`src/rtl/tgf_pkg.sv`:
```
// Shared constants and codes for the team grouped FIFO.
package tgf_pkg;

	localparam int NODE_CAPACITY_DEF = 1024;
	localparam int TEAM_COUNT_DEF    = 1024;
	localparam int ID_BITS           = 20;
	localparam int ITEM_IN_W         = 20;
	localparam int TEAM_IN_W         = 10;
	localparam int ITEM_W            = (ID_BITS < ITEM_IN_W) ? ID_BITS : ITEM_IN_W;

	localparam logic MODE_ENQ = 1'b0;
	localparam logic MODE_DEQ = 1'b1;

	localparam logic [1:0] STAT_ENQ   = 2'd0;
	localparam logic [1:0] STAT_DEQ   = 2'd1;
	localparam logic [1:0] STAT_EMPTY = 2'd2;
	localparam logic [1:0] STAT_FULL  = 2'd3;

endpackage

```
`src/rtl/tgf_team_reduce.sv`:
```
// Team index reduction modulo the team count: reciprocal multiply, then one correction.
module tgf_team_reduce
	import tgf_pkg::*;
#(
	parameter int TEAM_COUNT = TEAM_COUNT_DEF,
	localparam int TW = (TEAM_COUNT > 1) ? $clog2(TEAM_COUNT) : 1
) (
	input  logic                 clk,
	input  logic                 load,
	input  logic [TEAM_IN_W-1:0] team_in,
	output logic [TW-1:0]        team_idx
);

	localparam int RECIP_SH = 20;
	localparam logic [RECIP_SH:0] RECIP = (RECIP_SH + 1)'((1 << RECIP_SH) / TEAM_COUNT);

	logic [TEAM_IN_W+RECIP_SH:0] prod;
	logic [TEAM_IN_W-1:0]        quot_s1;
	logic [TEAM_IN_W-1:0]        team_s1;
	logic [31:0]                 back;
	logic [TEAM_IN_W-1:0]        rem;
	logic [16:0]                 rem_ext;
	logic [16:0]                 rem_fix;

	assign prod = (TEAM_IN_W + RECIP_SH + 1)'(team_in) * (TEAM_IN_W + RECIP_SH + 1)'(RECIP);

	always_ff @(posedge clk) begin
		if (load) begin
			quot_s1 <= prod[RECIP_SH +: TEAM_IN_W];
			team_s1 <= team_in;
		end
	end

	assign back    = 32'(quot_s1) * 32'(TEAM_COUNT);
	assign rem     = team_s1 - back[TEAM_IN_W-1:0];
	assign rem_ext = 17'(rem);
	assign rem_fix = (rem_ext >= 17'(TEAM_COUNT)) ? rem_ext - 17'(TEAM_COUNT) : rem_ext;
	assign team_idx = rem_fix[TW-1:0];

endmodule

```
`config.mk`:
```
export PLATFORM = sky130hd
export DESIGN_NAME = tgf_team_reduce
export DESIGN_NICKNAME = d
export VERILOG_FILES = /design/src/rtl/tgf_pkg.sv /design/src/rtl/tgf_team_reduce.sv
export SDC_FILE = /design/constraint.sdc
export NUM_CORES = 1
export LEC_CHECK = 0
export ABC_AREA = 1
export BUFFER_PORTS_ARGS = -buffer_cell sky130_fd_sc_hd__buf_2
export CORE_AREA = 3 3 40 42
export DETAILED_ROUTE_END_ITERATION = 8
export DIE_AREA = 0 0 43 45
export SYNTH_ARGS = -nofsm -noshare
export SYNTH_HDL_FRONTEND = slang
export SYNTH_SLANG_ARGS = --single-unit
```
`constraint.sdc`:
```
create_clock -name clk -period 0.8 [get_ports clk]
set_input_delay 0.04 -clock clk [delete_from_list [all_inputs] [get_ports clk]]
set_output_delay 0.04 -clock clk [all_outputs]
set_load 0.02 [all_outputs]
```
=== Word-level counts from Yosys, hierarchy flattened ===
Index checks and enable logic that the tools add are counted.

* Add/subtract/negate cells: 1
* Order comparisons: 1
* Multiplexer cells: 1

{| class="wikitable"
|+ Operator list
! kind !! count
|-
| >= comparator 10 x 11 -> 1 bit, second input constant || 1
|-
| two-way mux 10 bit || 1
|-
| subtractor 10 x 1 -> 10 bit, second input constant || 1
|}

* Input port bits: 12
* Output and inout port bits: 10
* Flip-flop bits (word level): 10
* Word-level logic and storage cells: 4

=== Longest topological paths before layout ===
Gate-level depths: netlist of run 1.

* Depth after elaboration: 2
* Gate-level depth with buffers: 0

=== Worst setup path after synthesis of run 1 ===
OpenSTA, ideal clock, no wires.

* Path type: register to output
* From: register team_s1[0]
* To: output team_idx[0]
* Cell stages (with the launch flop): 1
* Data required time: 0.760 ns
* Buffers on the path: 0
* Slack: 0.311 ns
* Arrival: 0.449 ns
* Path through: edfxtp_1

* Word-level cells in the longest chain between the ends: 2
* Elaborated cells on any way between the ends: 3

{| class="wikitable"
|+ Ends and longest elaborated chain
! item !! line !! RTL
|-
| from (decl) || tgf_team_reduce.sv:19 || <nowiki>logic [TEAM_IN_W-1:0] team_s1;</nowiki>
|-
| from (signal assigned) || tgf_team_reduce.sv:30 || <nowiki>team_s1 <= team_in;</nowiki>
|-
| subtractor 10 x 1 -> 10 bit / >= comparator 10 x 11 -> 1 bit (equally long branches) || tgf_team_reduce.sv:37 || <nowiki>assign rem_fix = (rem_ext >= 17'(TEAM_COUNT)) ? rem_ext - 17'(TEAM_COUNT) : rem_ext;</nowiki>
|-
| two-way mux 10 bit (*) || tgf_team_reduce.sv:37 ||
|-
| to (decl) || tgf_team_reduce.sv:11 || <nowiki>output logic [TW-1:0] team_idx</nowiki>
|}

Mark *: on every way between the ends. The rest lies on a longest branch, timed or not.

=== Worst setup path in the final report of run 1 ===
* From: register team_s1[5]
* To: output team_idx[5]

Same word-level chain as after synthesis.

==> results of run 1 <==
-- per-stage QoR --
stage	instances	power (mW)	cell area, µm²
floorplan	10	0.699	300
global placement	46	0.767	424
detailed placement	46	0.769	424
CTS	60	1.16	551
global route	60	1.19	569
finish	60	1.14	569
-- final cells by class --
cell class | count | area share
flip-flops and latches | 10 | 0.527
repair buffers | 31 | 0.393
clock buffers | 3 | 0.0396
well taps | 15 | 0.0330
clock inverters | 1 | 0.00659
-- per-layer routing --
metal	vias to the layer above	share of wire
met2	15	0.49
li1	111	-
met1	92	0.39
met3	0	0.12
met4	0	0
met5	-	0
-- cells in the final DEF (no fill, tap or decap) --
cell,instances
edfxtp_1,10
buf_6,3
clkbuf_4,3
dlygate4sd3_1,10
buf_2,18
clkinv_1,1
-- path summary, 6_finish.rpt --
check	endpoint	slack, ns	start
setup / recovery	team_idx[5]	-0.03	team_s1[5]
hold / removal	team_s1[2]	0.15	load
-- kinds of logic (layout without fill, tap and decap cells) --
| kind of cell | after synthesis | count (layout) | share of synthesized area |
|---|---|---|---|
| buffers and inverters | 0 | 35 | 0 |
| DFF | 10 | 10 | 1.00 |
-- power groups by stage --
stage / clock network (mW) / registers (mW) / logic (mW)
floorplan: 0 / 0.699 / 0
global placement: 0 / 0.641 / 0.126
detailed placement: 0 / 0.642 / 0.127
CTS: 0.361 / 0.630 / 0.164
global route: 0.371 / 0.637 / 0.186
finish: 0.333 / 0.633 / 0.175
-- what timing repair did --
item,in CTS,in global routing
endpoints found under the hold margin,10,0
resized for setup,0,6
setup endpoints to repair,10,10
hold buffers,10,0
==> flow_summary.json, run 1 <==
{
  "status": "complete, but fails checks",
  "violations": "negative setup slack",
  "htreeDepth": 1,
  "fin_crit_ns": 0.831,
  "cp_cell_sequence": "buf_2",
  "worst_hold_slack_ns": 0.150,
  "grt_max_degree": 11,
  "crit_path_start_kind": "flip-flop",
  "drive_gt1_frac": 0.533,
  "synth-async-reset-ratio": 0,
  "largest_register_ff_count": 10,
  "relSlewSlack": 0.850,
  "clock_path_buffers": 2,
  "die_area_um2": 1940,
  "finalHoldViolations": 0,
  "syn_area_per_cell_um2": 30.0,
  "ant_nets": 0,
  "hold_class": "input port to flip-flop",
  "grt_pass1_wl_um": 848,
  "path_delay_family": "flip-flops",
  "track_usage": 0.0626,
  "syn-instance-count": 10,
  "comb.multi_input.count": 0,
  "die_y_um": 45,
  "fin_setup_tns_ns": -0.130,
  "grt_busiest_layer": "met2",
  "worstPathRequired_ns": 0.76,
  "routabilityCongestion": 0.662,
  "ys_types": 1,
  "vias": 218,
  "ys_top_cells_by_count": "10 x edfxtp_1",
  "yosys-top-cells-area": "edfxtp_1 100%",
  "sequentialPowerShare": 0.555,
  "largest_registers": "team_s1: 10 flops",
  "multi_input_area_um2": 0,
  "via_per_inst": 3.63,
  "final_nets": 58,
  "pwr-share-comb": 0.153,
  "drc": 0,
  "drv_slew": 0,
  "design.core.area_um2": 1280,
  "postCtsSetupBuffers": 0,
  "cts_tree": "done",
  "power.leakage_nw": 0.244,
  "cap_violations": 0,
  "cts_root_buf": "clkbuf_4",
  "antenna_cells": 0,
  "yosys.cell_count.top_type": "edfxtp_1",
  "io_buffer_count": 21,
  "ys_warn_count": 0,
  "use_met1": 0.0556,
  "dr.first_iter.drc_count": 2,
  "ir_drop_mv": 0.850,
  "clk_pin_slew_worst_paths_ns": 0.07,
  "synth_flop_cell": "edfxtp_1",
  "swShare": 0.219,
  "dr.pass1.iters": 2,
  "power_density_nw_per_um2": 2010,
  "grt_pass1_vias": 212,
  "synth.ff_latch_count": 10,
  "ys_seq_area_frac": 1.00,
  "rsz0062_at_grt": "yes",
  "wirelength_um": 596,
  "met3_usage": 0.0279,
  "pre_cts_ws_ns": 0.203,
  "finish.utilization": 0.443,
  "crit_path_end_kind": "output port",
  "synth_top_area_cell": "edfxtp_1",
  "worstPathArrival_ns": 0.79,
  "hold_depth": 1,
  "cts.sinks": 10,
  "largest_register": "team_s1",
  "period_share": 1.04,
  "crit_path_top_delay_cell": "edfxtp_1",
  "crit_buf_inv": 1,
  "regArea_um2": 300,
  "timing.fmax_ghz": 1.20,
  "num_rows": 13,
  "clockPowerShare": 0.292,
  "area.growth.synth_to_final_pct": 89.6,
  "intPower_mw": 0.892,
  "tightestPinTransition_ns": 0.225,
  "antenna_found_initial": 0,
  "met2_usage": 0.117,
  "netlist_area_um2": 300,
  "crit_fanout": 1,
  "die_x_um": 43,
  "switchingPower_mw": 0.250,
  "synth_edf_count": 10,
  "fill_cells": 119,
  "wl_per_cell_um": 9.93,
  "cts_made_buffers": 3,
  "fin_ws_ns": -0.0315,
  "synth_top_area_frac": 1.00,
  "critPathKind": "flip-flop to output port",
  "grt-ovfl-total": 0,
  "ios": 22,
  "synth_nets": 22,
  "setup_viol": 8,
  "path_depth": 1,
  "cpPeakStageDelay_ns": 0.37,
  "initial_core_util": 0.234
}
Note: power is estimated with default switching activity, not from simulation.
==> run 2: changes to the inputs <==
--- a/config.mk
+++ b/config.mk
@@ -5,9 +5,9 @@
 export SDC_FILE = /design/constraint.sdc
 export NUM_CORES = 1
 export LEC_CHECK = 0
-export ABC_AREA = 1
 export BUFFER_PORTS_ARGS = -buffer_cell sky130_fd_sc_hd__buf_2
 export CORE_AREA = 3 3 40 42
+export CTS_BUF_LIST = sky130_fd_sc_hd__clkbuf_8
 export DETAILED_ROUTE_END_ITERATION = 8
 export DIE_AREA = 0 0 43 45
 export SYNTH_ARGS = -nofsm -noshare
==> constraint.sdc (replaced) <==
create_clock -name clk -period 0.85 [get_ports clk]
set_input_delay 0.0425 -clock clk [delete_from_list [all_inputs] [get_ports clk]]
set_output_delay 0.0425 -clock clk [all_outputs]
set_load 0.02 [all_outputs]
==> run 2 against run 1 <==
  * The run now ends clean
  * Critical path depth unchanged
  * Power increased by 7.5%
  * Setup slack improved by 0.078 ns
  * Cell area unchanged
  * Combinational power decreased by 13%
  * Sequential share of layout area unchanged
  * Via count increased by 1.8%
  * Non-clock buffer count unchanged
  * Largest cell class unchanged
  * Highest routed layer unchanged
==> flow_summary.json, run 2 (synthesis results as in run 1) <==
{
  "fin_crit_ns": 0.803,
  "ant_nets": 0,
  "grt_busiest_layer": "met2",
  "period_share": 0.945,
  "grt-ovfl-total": 0,
  "die_x_um": 43,
  "hold_class": "input port to flip-flop",
  "worstPathArrival_ns": 0.76,
  "die_area_um2": 1940,
  "layout.cells.non_filler": 60,
  "drv_slew": 0,
  "die_y_um": 45,
  "met2_usage": 0.117,
  "grt_max_degree": 11,
  "grt_pass1_wl_um": 897,
  "cts_root_buf": "clkbuf_8",
  "dp.cells": 46,
  "tightestPinTransition_ns": 0.234,
  "largest_register_ff_count": 10,
  "cpPeakStageDelay_ns": 0.36,
  "timing.fmax_ghz": 1.25,
  "postCtsSetupBuffers": 0,
  "dr.pass1.iters": 1,
  "cts.repair.resized": 0,
  "final_nets": 58,
  "largest_register": "team_s1",
  "vias": 222,
  "num_rows": 13,
  "ir_drop_mv": 1.02,
  "clk_pin_slew_worst_paths_ns": 0.05,
  "ios": 22,
  "path_delay_family": "flip-flops",
  "rsz0062_at_grt": "no",
  "cts.sinks": 10,
  "cts_made_buffers": 3,
  "wl_per_cell_um": 10.1,
  "layout_common_cells": "21 x buf_2, 10 x dlygate4sd3_1, 10 x edfxtp_1",
  "power_density_nw_per_um2": 2160,
  "via_per_inst": 3.70,
  "drive_gt1_frac": 0.533,
  "fin_setup_tns_ns": 0,
  "largest_registers": "team_s1: 10 flops",
  "clock_path_buffers": 2,
  "antenna_found_initial": 0,
  "crit_fanout": 1,
  "crit_path_end_kind": "output port",
  "antenna_cells": 0,
  "dr.first_iter.drc_count": 0,
  "use_met1": 0.0606,
  "finalHoldViolations": 0,
  "comb.multi_input.count": 0,
  "drc": 0,
  "cp_cell_sequence": "buf_2",
  "finish.utilization": 0.443,
  "multi_input_area_um2": 0,
  "crit_path_start_kind": "flip-flop",
  "worstPathRequired_ns": 0.81,
  "fill_cells": 121,
  "routabilityCongestion": 0.662,
  "area.growth.synth_to_final_pct": 89.6,
  "cts_tree": "done",
  "htreeDepth": 1,
  "met3_usage": 0.0398,
  "critPathKind": "flip-flop to output port",
  "power.leakage_nw": 0.245,
  "crit_path_top_delay_cell": "edfxtp_1",
  "wirelength_um": 607,
  "status": "finished clean",
  "relSlewSlack": 0.844,
  "io_buffer_count": 21,
  "crit_buf_inv": 1,
  "cap_violations": 0,
  "initial_core_util": 0.234,
  "design.core.area_um2": 1280,
  "layout_commonest_cell": "buf_2",
  "grt_pass1_vias": 219,
  "track_usage": 0.0668,
  "setup_viol": 0
}
[run 2: repair_timing]
| action | 4_1_cts | 5_1_grt |
|---|---|---|
| endpoints found under the setup margin | 0 | 0 |
| hold buffers | 10 | 0 |
| endpoints found under the hold margin | 10 | 0 |
[run 2: final cells by class]
class	instances	area [µm²]	area share
clock buffer	3	41.3	0.0725
timing repair buffer	31	205	0.360
clock inverter	1	3.75	0.00659
tap	15	18.8	0.0330
sequential	10	300	0.527
[run 2: per-layer routing]
| metal | vias up | part of all wire |
|---|---|---|
| li1 | 109 | - |
| met5 | - | 0 |
| met1 | 98 | 0.40 |
| met3 | 0 | 0.12 |
| met2 | 15 | 0.48 |
| met4 | 0 | 0 |
[run 2: path summary, 6_finish.rpt]
check,start,end,slack [ns],cells after the start
worst max-delay path,team_s1[5],team_idx[5],0.05,1
worst min-delay path,load,team_s1[2],0.19,1
[run 2: report_power, final]
part / internal (mW) / switching (mW) / leakage (nW)
Clock: 0.315 / 0.164 / 0.0231
Combinational: 0.0718 / 0.0812 / 0.124
Sequential: 0.588 / 0.00756 / 0.0979
[run 2: stage by stage]
step / area, µm² / total power [mW] / hold slack (ns) / worst slack (ns)
2_1_floorplan: 300 / 0.658 / 0.141 / 0.358
3_3_place_gp: 424 / 0.721 / 0.219 / 0.267
3_5_place_dp: 424 / 0.724 / 0.221 / 0.250
4_1_cts: 569 / 1.25 / 0.184 / 0.0414
5_1_grt: 569 / 1.28 / 0.190 / 0.0145
6_report: 569 / 1.23 / 0.187 / 0.0470
