**src/rtl/tgf_ram.sv**
```systemverilog
// Generic single-write, single-read RAM with registered read data.
module tgf_ram #(
	parameter int WIDTH = 8,
	parameter int DEPTH = 16,
	localparam int AW = (DEPTH > 1) ? $clog2(DEPTH) : 1
) (
	input  logic             clk,
	input  logic             we,
	input  logic [AW-1:0]    waddr,
	input  logic [WIDTH-1:0] wdata,
	input  logic [AW-1:0]    raddr,
	output logic [WIDTH-1:0] rdata
);

	logic [WIDTH-1:0] mem [DEPTH];

	always_ff @(posedge clk) begin
		if (we) begin
			mem[waddr] <= wdata;
		end
		rdata <= mem[raddr];
	end

endmodule

```
**config.mk**
```make
export PLATFORM = sky130hd
export DESIGN_NAME = tgf_ram
export DESIGN_NICKNAME = d
export VERILOG_FILES = /design/src/rtl/tgf_ram.sv
export SDC_FILE = /design/constraint.sdc
export NUM_CORES = 1
export LEC_CHECK = 0
export BUFFER_PORTS_ARGS = -buffer_cell sky130_fd_sc_hd__buf_2
export CAP_MARGIN = 20
export CORE_MARGIN = 10
export CORE_UTILIZATION = 34
export DETAILED_ROUTE_END_ITERATION = 10
export PLACE_DENSITY = 0.6
export SLEW_MARGIN = 30
export SYNTH_ARGS = -nofsm -noshare
export SYNTH_HDL_FRONTEND = slang
export SYNTH_SLANG_ARGS = --single-unit
```
**constraint.sdc**
```tcl
create_clock -name clk -period 4.3 [get_ports clk]
set_input_delay 0.43 -clock clk [delete_from_list [all_inputs] [get_ports clk]]
set_output_delay 0.43 -clock clk [all_outputs]
set_load 0.01 [all_outputs]
```
Yosys cells after proc, flatten, opt, wreduce, memory -nomap -nowiden:

Memories as Yosys holds them, arrays and structs flattened. A register that Yosys moved wholly into a read port is not among the register bits.
Cells that the tools add are included.
W data, S select, Z words.

* multiplexer cells: 2

Operator list (number)
* $mux W1: 2

* flip-flop bits (word level): 0
* bits in writable memories: 128
* input bits: 18
* output and inout bits: 8
* word-level logic and storage cells: 3
* memories: 1

Memories
* mem: depth 16, width 8, rd ports 1, clocked after Yosys merged registers in 1, write ports 1, line 15 `logic [WIDTH-1:0] mem [DEPTH];`

Logic depth before layout (Yosys ltp):

Gate-level depths: netlist of run 1.

* depth in word-level cells: 2
* mapped depth: 5
* mapped depth without buffers: 3

Worst setup path after synthesis of run 1:

Ideal clock, no wire load.

* kind: in2reg
* start point: in waddr[2]
* end point: mem mem[0][0], enable pin
* setup time: 0.383 ns
* data arrival time: 1.540 ns
* data required time: 3.917 ns
* setup slack: 2.377 ns
* stages: 2
* path buffers: 0
* cells stage by stage: or3b_2 > nor3_1

RTL lines
* start, declared: line 9 `input logic [AW-1:0] waddr,`
* end, declared: line 15

No word-level cell before the write port.

==> impl_results.md, run 1 <==
- Status: finished, final reports clean
- Total gr overflow: 0
- Relative slew slack: 34.8%
- Seq/Total Area, Yosys: 77.8%
- Detail Route Antenna Nets: 0
- Buffers added on ports: 25
- Post-CTS setup buffers: 0
- Initial Utilization: 35.0%
- Number of synthesized flops with an enable pin: 128
- XOR/XNOR Fraction of Synth Area: 0%
- Fmax: 562 MHz
- Post-synthesis simple-gate area fraction: 3.18%
- Top-count cell post-synth: edfxtp_1
- Mean Syn Cell Area: 22.5 µm²
- Post-Synth Adder-Cell Area: 0%
- Number of unique standard cell types used by synthesis: 19
- Dominant synthesized flop cell: edfxtp_1
- Setup WS pre-CTS: 2.11 ns
- Crit path launch type: input pin
- RSZ-0062 raised after global routing: false
- # H-tree levels: 4
- Setup crit end kind: flip-flop
- Crit path max-delay cell type: mux4_1
- Core ar.: 14700 µm²
- Die Y: 143 µm
- Number of cell rows: 44
- HP Class: in2reg
- Proportion of synthesized area in mux cells: 15.0%
- PwrDens: 505 nW/µm²
- Routed wire per std cell: 21.8 µm
- RePlAce Congestion: 0.746
- GRT Util Overall: 10.4%
- Leakage: 1.99 nW
- Largest net degree at the start of global routing: 33
- IO Count: 26
- Yosys top cell by area: edfxtp_1
- Routing usage on met3: 3.18%
- Largest family of logic cells by synthesized area: multiplexers
- CTS Sinks: 136
- Synth Area in Compound Gates: 2.33%
- # Max-Cap Violations: 0
- Setup ws final: 2.52 ns
- Design area: 6050 µm²
- Final hold vios: 0
- GR Util met1: 14.5%
- Setup tns final: 0 ns
- TritonRoute pass-1 iters: 4
- Placed inst area: 5450 µm²
- Final wirelength: 10100 µm
- Cells after Synth: 229
- Root Driver: clkbuf_16
- Yosys reg bits: 136
- Yosys warns: 0
- Actual slew at the worst max-slew pin: 0.975 ns
- CTS Buf Count: 17
- Vias in the first global route: 2406
- Critical Path, Cell by Cell: buf_4 -> mux4_1 -> a22oi_1 -> nand2_1
- Hpwl dp: 6210 µm
- Ys async rst share: 0%
- Area share of the largest cell type after synthesis: 74.7%
- Period utilization: 41.4%
- Max incr delay on CP: 0.65 ns
- Syn-to-layout area delta: 17.5%
- Cts repair resizes: 0
- Grt met2 use: 14.5%
- Clk_lat worst skew: 0.41 ns
- CP top delay family: multiplexers
- DR DRC count: 0
- Final Setup Violations: 0
- Clock buffer depth: 2
- Worst hold margin: 0.402 ns
- Initial antenna violation count: 0
- # nets final: 284
- Max-slew violation count: 0
- Post-synth design cell area: 5150 µm²
- Reg2reg setup slack: 2.85 ns
- Buf+Inv Stages, Crit Path: 1
- Cts hold-fix bufs: 0
- Via count: 2378
- Share of layout cells above drive strength 1: 29.7%
- Clock-pin slew on the worst setup and hold paths: 0.06 ns
- Global-route wire length before repair: 15200 µm
- Syn_nets: 247
- Tmin final: 1.78 ns
- Drt initial violations: 281
- Top cells by count, synth: edfxtp_1, mux4_2, a22oi_1, mux4_1, nor2_1
- WP data required: 4.59 ns
- Die W: 143 µm
- TritonCTS clock tree: yes
- Critical path class: in2reg
- CP arrival: 2.07 ns
- Crit-path max FO: 32
- Main area contributors after synthesis: edfxtp_1, mux4_2, mux4_1, dfxtp_1, a22oi_1
- Final Skew: 0.00995 ns
- Vias/cell: 5.14
- Worst VDD drop: 368 µV
- GRT Max-Usage Layer: met2
- Ant diodes: 0
- Die footprint: 20500 µm²
cell usage in the layout (no fill, tap or decap), types with 2 or more instances in the layout:
cell type | Yosys | layout
buf_4 | 1 | 4
a22oi_1 | 16 | 16
clkinv_4 | 0 | 3
mux4_1 | 14 | 14
nor3_1 | 4 | 3
buf_2 | 3 | 24
nand3b_1 | 2 | 2
inv_6 | 0 | 4
bufinv_16 | 0 | 2
dfxtp_1 | 8 | 8
nand2_1 | 9 | 9
nor2_2 | 0 | 3
nor2_1 | 13 | 10
mux4_2 | 18 | 18
nand2b_1 | 2 | 2
clkbuf_16 | 0 | 17
edfxtp_1 | 128 | 128
clkinvlp_4 | 0 | 4
kinds of logic (layout without fill, tap and decap cells):
family | Yosys count | after routing
mux | 32 | 32
compound gates | 16 | 16
flops | 136 | 136
buf+inv | 10 | 60
simple gates | 35 | 35
metal layers:
metal	vias to the layer above	share of wire, %
met3	7	5.9
met5	-	0
met1	1244	48
met2	79	45
li1	1048	-
met4	0	0.94
layout make-up:
class                      instances  area, µm²
tap                              184        230
clock inverter                    15        168
sequential                       136       4000
clock buffer                      17        425
multi-input combinational         83       1070
fill                            1252       8650
timing repair buffer              28        150
report_power, final:
group	internal [mW]	total, mW	switching [mW]
Sequential	1.48	1.49	0.00977
Combinational	0.0535	0.134	0.0808
Clock	0.865	1.43	0.561
Total	2.40	3.05	0.652
metrics by stage:
| stage | std cells | utilization, % | power, mW |
|---|---|---|---|
| 6_report | 463 | 41.1 | 3.05 |
| 3_5_place_dp | 431 | 37.1 | 1.66 |
| 5_1_grt | 463 | 41.1 | 3.16 |
| 2_1_floorplan | 229 | - | 1.60 |
| 4_1_cts | 463 | 41.1 | 3.08 |
| 3_3_place_gp | 431 | 37.0 | 1.65 |
worst paths after layout:
kind,cells past startpoint,to,start
hold / removal,1,mem[5][4],wdata[4]
setup reg to reg,3,rdata[2],mem[2][2]
setup / recovery,4,rdata[2],raddr[0]
hold reg to reg,3,rdata[7],mem[7][7]
sequential cells by signal, indices dropped and copies added (netlist names):
name,flops
rdata,8
mem,128
Note: power is estimated with default switching activity, not from simulation.
==> run 2, diff against run 1 <==
Clock period 4.3 ns to 1.8 ns, I/O delays scaled along.
==> run 2 against run 1 <==
Critical path depth down 1. Flip-flop and latch count unchanged. Die area did not move. First-iteration DRC count fell by 31%. Largest power group unchanged. Clock power grew 140%. Register-to-register slack lost 2.5 ns. Combinational power grew to 2.6 times the previous value. Final cell count up 5.2%. Global-route usage grew 0.67 points.
==> impl_results.md, run 2 (synthesis results as in run 1) <==
- Relative slew slack: 69.4%
- Detail Route Antenna Nets: 0
- Reg with most FFs: mem
- Hpwl dp: 6760 µm
- Cts repair resizes: 0
- Root Driver: clkbuf_16
- Die footprint: 20500 µm²
- IO Count: 26
- CP startpoint: mem[1][0]
- RR Startpoint: mem[1][0]
- Initial antenna violation count: 0
- # Max-Cap Violations: 0
- Number of cell rows: 44
- Most frequent cells in the layout: edfxtp_1, buf_4, buf_2
- RePlAce Congestion: 0.710
- Clock buffer depth: 2
- TritonCTS clock tree: yes
- Max incr delay on CP: 0.51 ns
- RSZ-0062 raised after global routing: false
- Total gr overflow: 0
- GR Util met1: 14.8%
- Filler instances: 1245
- HP Class: in2reg
- Period utilization: 81.4%
- Syn-to-layout area delta: 21.6%
- Worst VDD drop: 594 µV
- Grt met2 use: 16.4%
- Max reg flops: 128
- CTS Buf Count: 17
- Buffers added on ports: 25
- Setup tns final: 0 ns
- Fmax: 682 MHz
- PwrDens: 1180 nW/µm²
- # nets final: 310
- Clk_lat worst skew: 0.41 ns
- Drt initial violations: 193
- Final Setup Violations: 0
- CP arrival: 1.74 ns
- # H-tree levels: 4
- Clock-pin slew on the worst setup and hold paths: 0.06 ns
- Cts hold-fix bufs: 0
- Max-slew violation count: 0
- Critical Path, Cell by Cell: mux4_1 -> a22oi_1 -> nand2_1
- Largest net degree at the start of global routing: 33
- Critical path class: reg2reg
- Crit path launch type: flip-flop
- Setup crit end kind: flip-flop
- TritonRoute pass-1 iters: 6
- Top flop regs: mem: 128 flops, rdata: 8 flops
- Crit-path max FO: 1
- Ant diodes: 0
- Vias in the first global route: 2644
- Area of the multi-input gates: 1060 µm²
- GRT Max-Usage Layer: met2
- DR DRC count: 0
- Vias/cell: 5.13
- Status: finished, final reports clean
- R2R cell count: 3
- Final Skew: 0.00746 ns
- Initial Utilization: 35.0%
- Final wirelength: 10600 µm
- Leakage: 2.15 nW
- Via count: 2496
- Die W: 143 µm
- Share of layout cells above drive strength 1: 32.3%
- Post-CTS setup buffers: 0
- Final hold vios: 0
- GRT Util Overall: 11.0%
- Hold Crit Depth: 1
- Global-route wire length before repair: 16200 µm
- Worst hold margin: 0.160 ns
- Routing usage on met3: 3.52%
- Routed wire per std cell: 21.7 µm
- Crit path max-delay cell type: mux4_1
- Tmin final: 1.47 ns
- Die Y: 143 µm
- WP data required: 2.08 ns
- CTS Sinks: 136
- Register area: 4000 µm²
- Beginning of the worst hold path: wdata[1]
- Most common cell after layout, fill and taps aside: edfxtp_1
- Core ar.: 14700 µm²
- Actual slew at the worst max-slew pin: 0.459 ns
[run 2: changes by cell type in the layout (fill, tap and decap cells not counted), moves of 2 or more]
cell	previous run	this run
buf_4	4	26
clkinv_1	0	5
inv_6	4	0
buf_12	0	3
clkinv_4	3	0
clkinvlp_4	4	1
nor2_1	10	13
nor2_2	3	0
bufinv_16	2	4
clkinv_2	1	3
[run 2: path summary, 6_finish.rpt]
kind / to / slack (ns)
worst min register to register: rdata[2] / 0.69
worst min-delay path: mem[15][1] / 0.16
worst max register to register: rdata[0] / 0.33
worst max-delay path: rdata[0] / 0.33
[run 2: layout make-up]
class                      count  share of cell area [%]
clock buffer                  17                    6.80
sequential                   136                    64.0
tap                          184                    3.68
timing repair buffer          54                    6.08
clock inverter                13                    2.58
multi-input combinational     83                    16.9
[run 2: power breakdown]
part | leakage [nW] | internal [mW] | switching (mW)
logic | 0.638 | 0.152 | 0.196
clock network | 0.286 | 2.27 | 1.20
registers | 1.22 | 3.54 | 0.0241
[run 2: metrics by stage]
stage                     cells  util, %  setup slack [ns]  total power, mW  cell area (µm²)
after floorplan             229        -             0.127             3.81             5150
after global placement      457     38.6             0.175             3.98             5670
after detailed placement    457     38.6             0.166             3.99             5670
after CTS                   487     42.6             0.364             7.45             6260
after global routing        487     42.6             0.289             7.63             6260
final                       487     42.6             0.335             7.38             6260
[run 2: critical path: cells and delay by family, from the launching register on]
| kind | cells | cell delay, ns |
|---|---|---|
| multiplexers | 1 | 0.51 |
| AO/OA/AOI/OAI | 1 | 0.34 |
| flip-flops | 1 | 0.36 |
| AND/OR/NAND/NOR | 1 | 0.13 |
[run 2: layer usage]
| layer | wire length (µm) | share of wire, % |
|---|---|---|
| met5 | 0 | 0 |
| met4 | 83 | 0.79 |
| met3 | 560 | 5.3 |
| met2 | 4860 | 46 |
| met1 | 5060 | 48 |
==> run 3, diff against run 2 <==
Clock period 1.8 ns to 1.4 ns, I/O delays scaled along.
==> run 3 against run 2 <==
Worst hold slack lost 0.023 ns. Fmax grew 7.0%. Final area grew 0.94%. Critical path depth grew 1. Register-to-register slack lost 0.30 ns. Global-route usage is essentially flat. Via count shrank 3.1%. Critical path type unchanged. Critical endpoint is now rdata[7]. Largest cell class unchanged. Largest power group unchanged. Highest routed layer unchanged.
==> impl_results.md, run 3 (synthesis results as in run 1) <==
- Tmin final: 1.37 ns
- Root Driver: clkbuf_16
- Pint: 7.82 mW
- # H-tree levels: 4
- IO Count: 26
- Routed wire per std cell: 21.8 µm
- Clock-pin slew on the worst setup and hold paths: 0.05 ns
- # Max-Cap Violations: 0
- TritonRoute pass-1 iters: 5
- Final Total Pwr: 9.66 mW
- RSZ-0062 raised after global routing: false
- Detail Route Antenna Nets: 0
- Ant diodes: 0
- Setup crit end kind: flip-flop
- Clk_lat worst skew: 0.41 ns
- DR top layer: met4
- Clock buffer depth: 2
- Switch share: 19.0%
- Die W: 143 µm
- Gate power share: 5.1%
- Seq pwr share: 47.4%
- Syn-to-layout area delta: 22.7%
- Final Setup Violations: 0
- Relative slew slack: 53.2%
- Share of layout cells above drive strength 1: 35.5%
- Switching pwr: 1.83 mW
- Final wirelength: 10600 µm
- Buffers added on ports: 25
- HP Class: in2reg
- Initial Utilization: 35.0%
- Clock power frac: 47.5%
- Largest net degree at the start of global routing: 17
- Core ar.: 14700 µm²
- Final hold vios: 0
- Placed inst area: 5680 µm²
- Initial antenna violation count: 0
- Most frequent cells in the layout: edfxtp_1, buf_2, buf_4
- Critical Path, Cell by Cell: mux4_2 -> a22oi_1 -> buf_4 -> nand2_1
- Most common cell after layout, fill and taps aside: edfxtp_1
- GRT Util Overall: 11.0%
- Global-route wire length before repair: 16200 µm
- Die footprint: 20500 µm²
- Top flop regs: mem: 128 flops, rdata: 8 flops
- Fmax: 730 MHz
- Worst VDD drop: 830 µV
- Reg with most FFs: mem
- Via count: 2419
- Crit path max-delay cell type: mux4_2
- Cts hold-fix bufs: 0
- CP arrival: 1.65 ns
- Number of cell rows: 44
- PwrDens: 1530 nW/µm²
- Leakage: 2.16 nW
- Met3 routed WL: 576 µm
- Worst hold margin: 0.138 ns
- Hpwl dp: 6870 µm
- CTS Sinks: 136
- RePlAce Congestion: 0.747
- Critical path class: reg2reg
- TritonCTS clock tree: yes
- Actual slew at the worst max-slew pin: 0.700 ns
- # nets final: 309
- Max reg flops: 128
- Post-placement cell count: 456
- DR DRC count: 0
- Max incr delay on CP: 0.48 ns
- Final Skew: 0.00717 ns
- Drt initial violations: 166
- Post-route insts no fill: 488
- CTS Buf Count: 17
- Period utilization: 97.8%
- Status: finished, final reports clean
- WP data required: 1.68 ns
- Total gr overflow: 0
- Vias in the first global route: 2621
- Die Y: 143 µm
- Design area: 6320 µm²
- Crit-path max FO: 1
- Met2 wire len: 5050 µm
- Max-slew violation count: 0
- M1 wire length: 4850 µm
- Crit path launch type: flip-flop
- Vias/cell: 4.96
-- run 3: critical path: cells and delay by family (launching register included) --
kind / cells / cell delay (ns)
mux: 1 / 0.48
flops: 1 / 0.37
compound gates: 1 / 0.21
buf+inv: 1 / 0.14
simple gates: 1 / 0.06
-- run 3: timing repair --
action | CTS | global route
endpoints found under the setup margin | 3 | 4
pin swaps | 0 | 1
buffers inserted | 0 | 0
resized for setup | 3 | 3
-- run 3: power by group through the flow --
stage	Clock, mW	Combinational, mW	Sequential, mW
floorplan	0	0.231	4.67
detailed placement	0	0.491	4.67
CTS	4.66	0.498	4.58
finish	4.58	0.492	4.58
global placement	0	0.479	4.67
global route	4.85	0.533	4.59
-- run 3: cell type report --
type / count / area [µm²]
clock buffers: 22 / 464
clock inverters: 10 / 150
fillers: 1222 / 8380
multi-input cells: 83 / 1080
flip-flops and latches: 136 / 4000
well taps: 184 / 230
repair buffers: 53 / 385
-- run 3: worst paths after layout --
check,startpoint,end,slack [ns],cells after the start
worst max-delay path,mem[3][7],rdata[7],0.03,4
worst min-delay path,wdata[0],mem[10][0],0.14,1
worst max register to register,mem[3][7],rdata[7],0.03,4
worst min register to register,mem[14][1],rdata[1],0.69,3
-- run 3: stage by stage --
stage	setup TNS, ns	util, %	setup slack (ns)
2_1_floorplan	-0.147	-	-0.00615
3_3_place_gp	-1.52	38.7	-0.244
3_5_place_dp	-2.04	38.7	-0.245
4_1_cts	0	42.9	0.00823
5_1_grt	0	43.0	0.000464
6_report	0	43.0	0.0307
-- run 3: routing by layer --
layer,vias to the layer above,GRT usage [%]
li1,1100,-
met1,1236,14.5
met2,72,16.6
met3,11,3.55
met4,0,4.40
met5,-,0
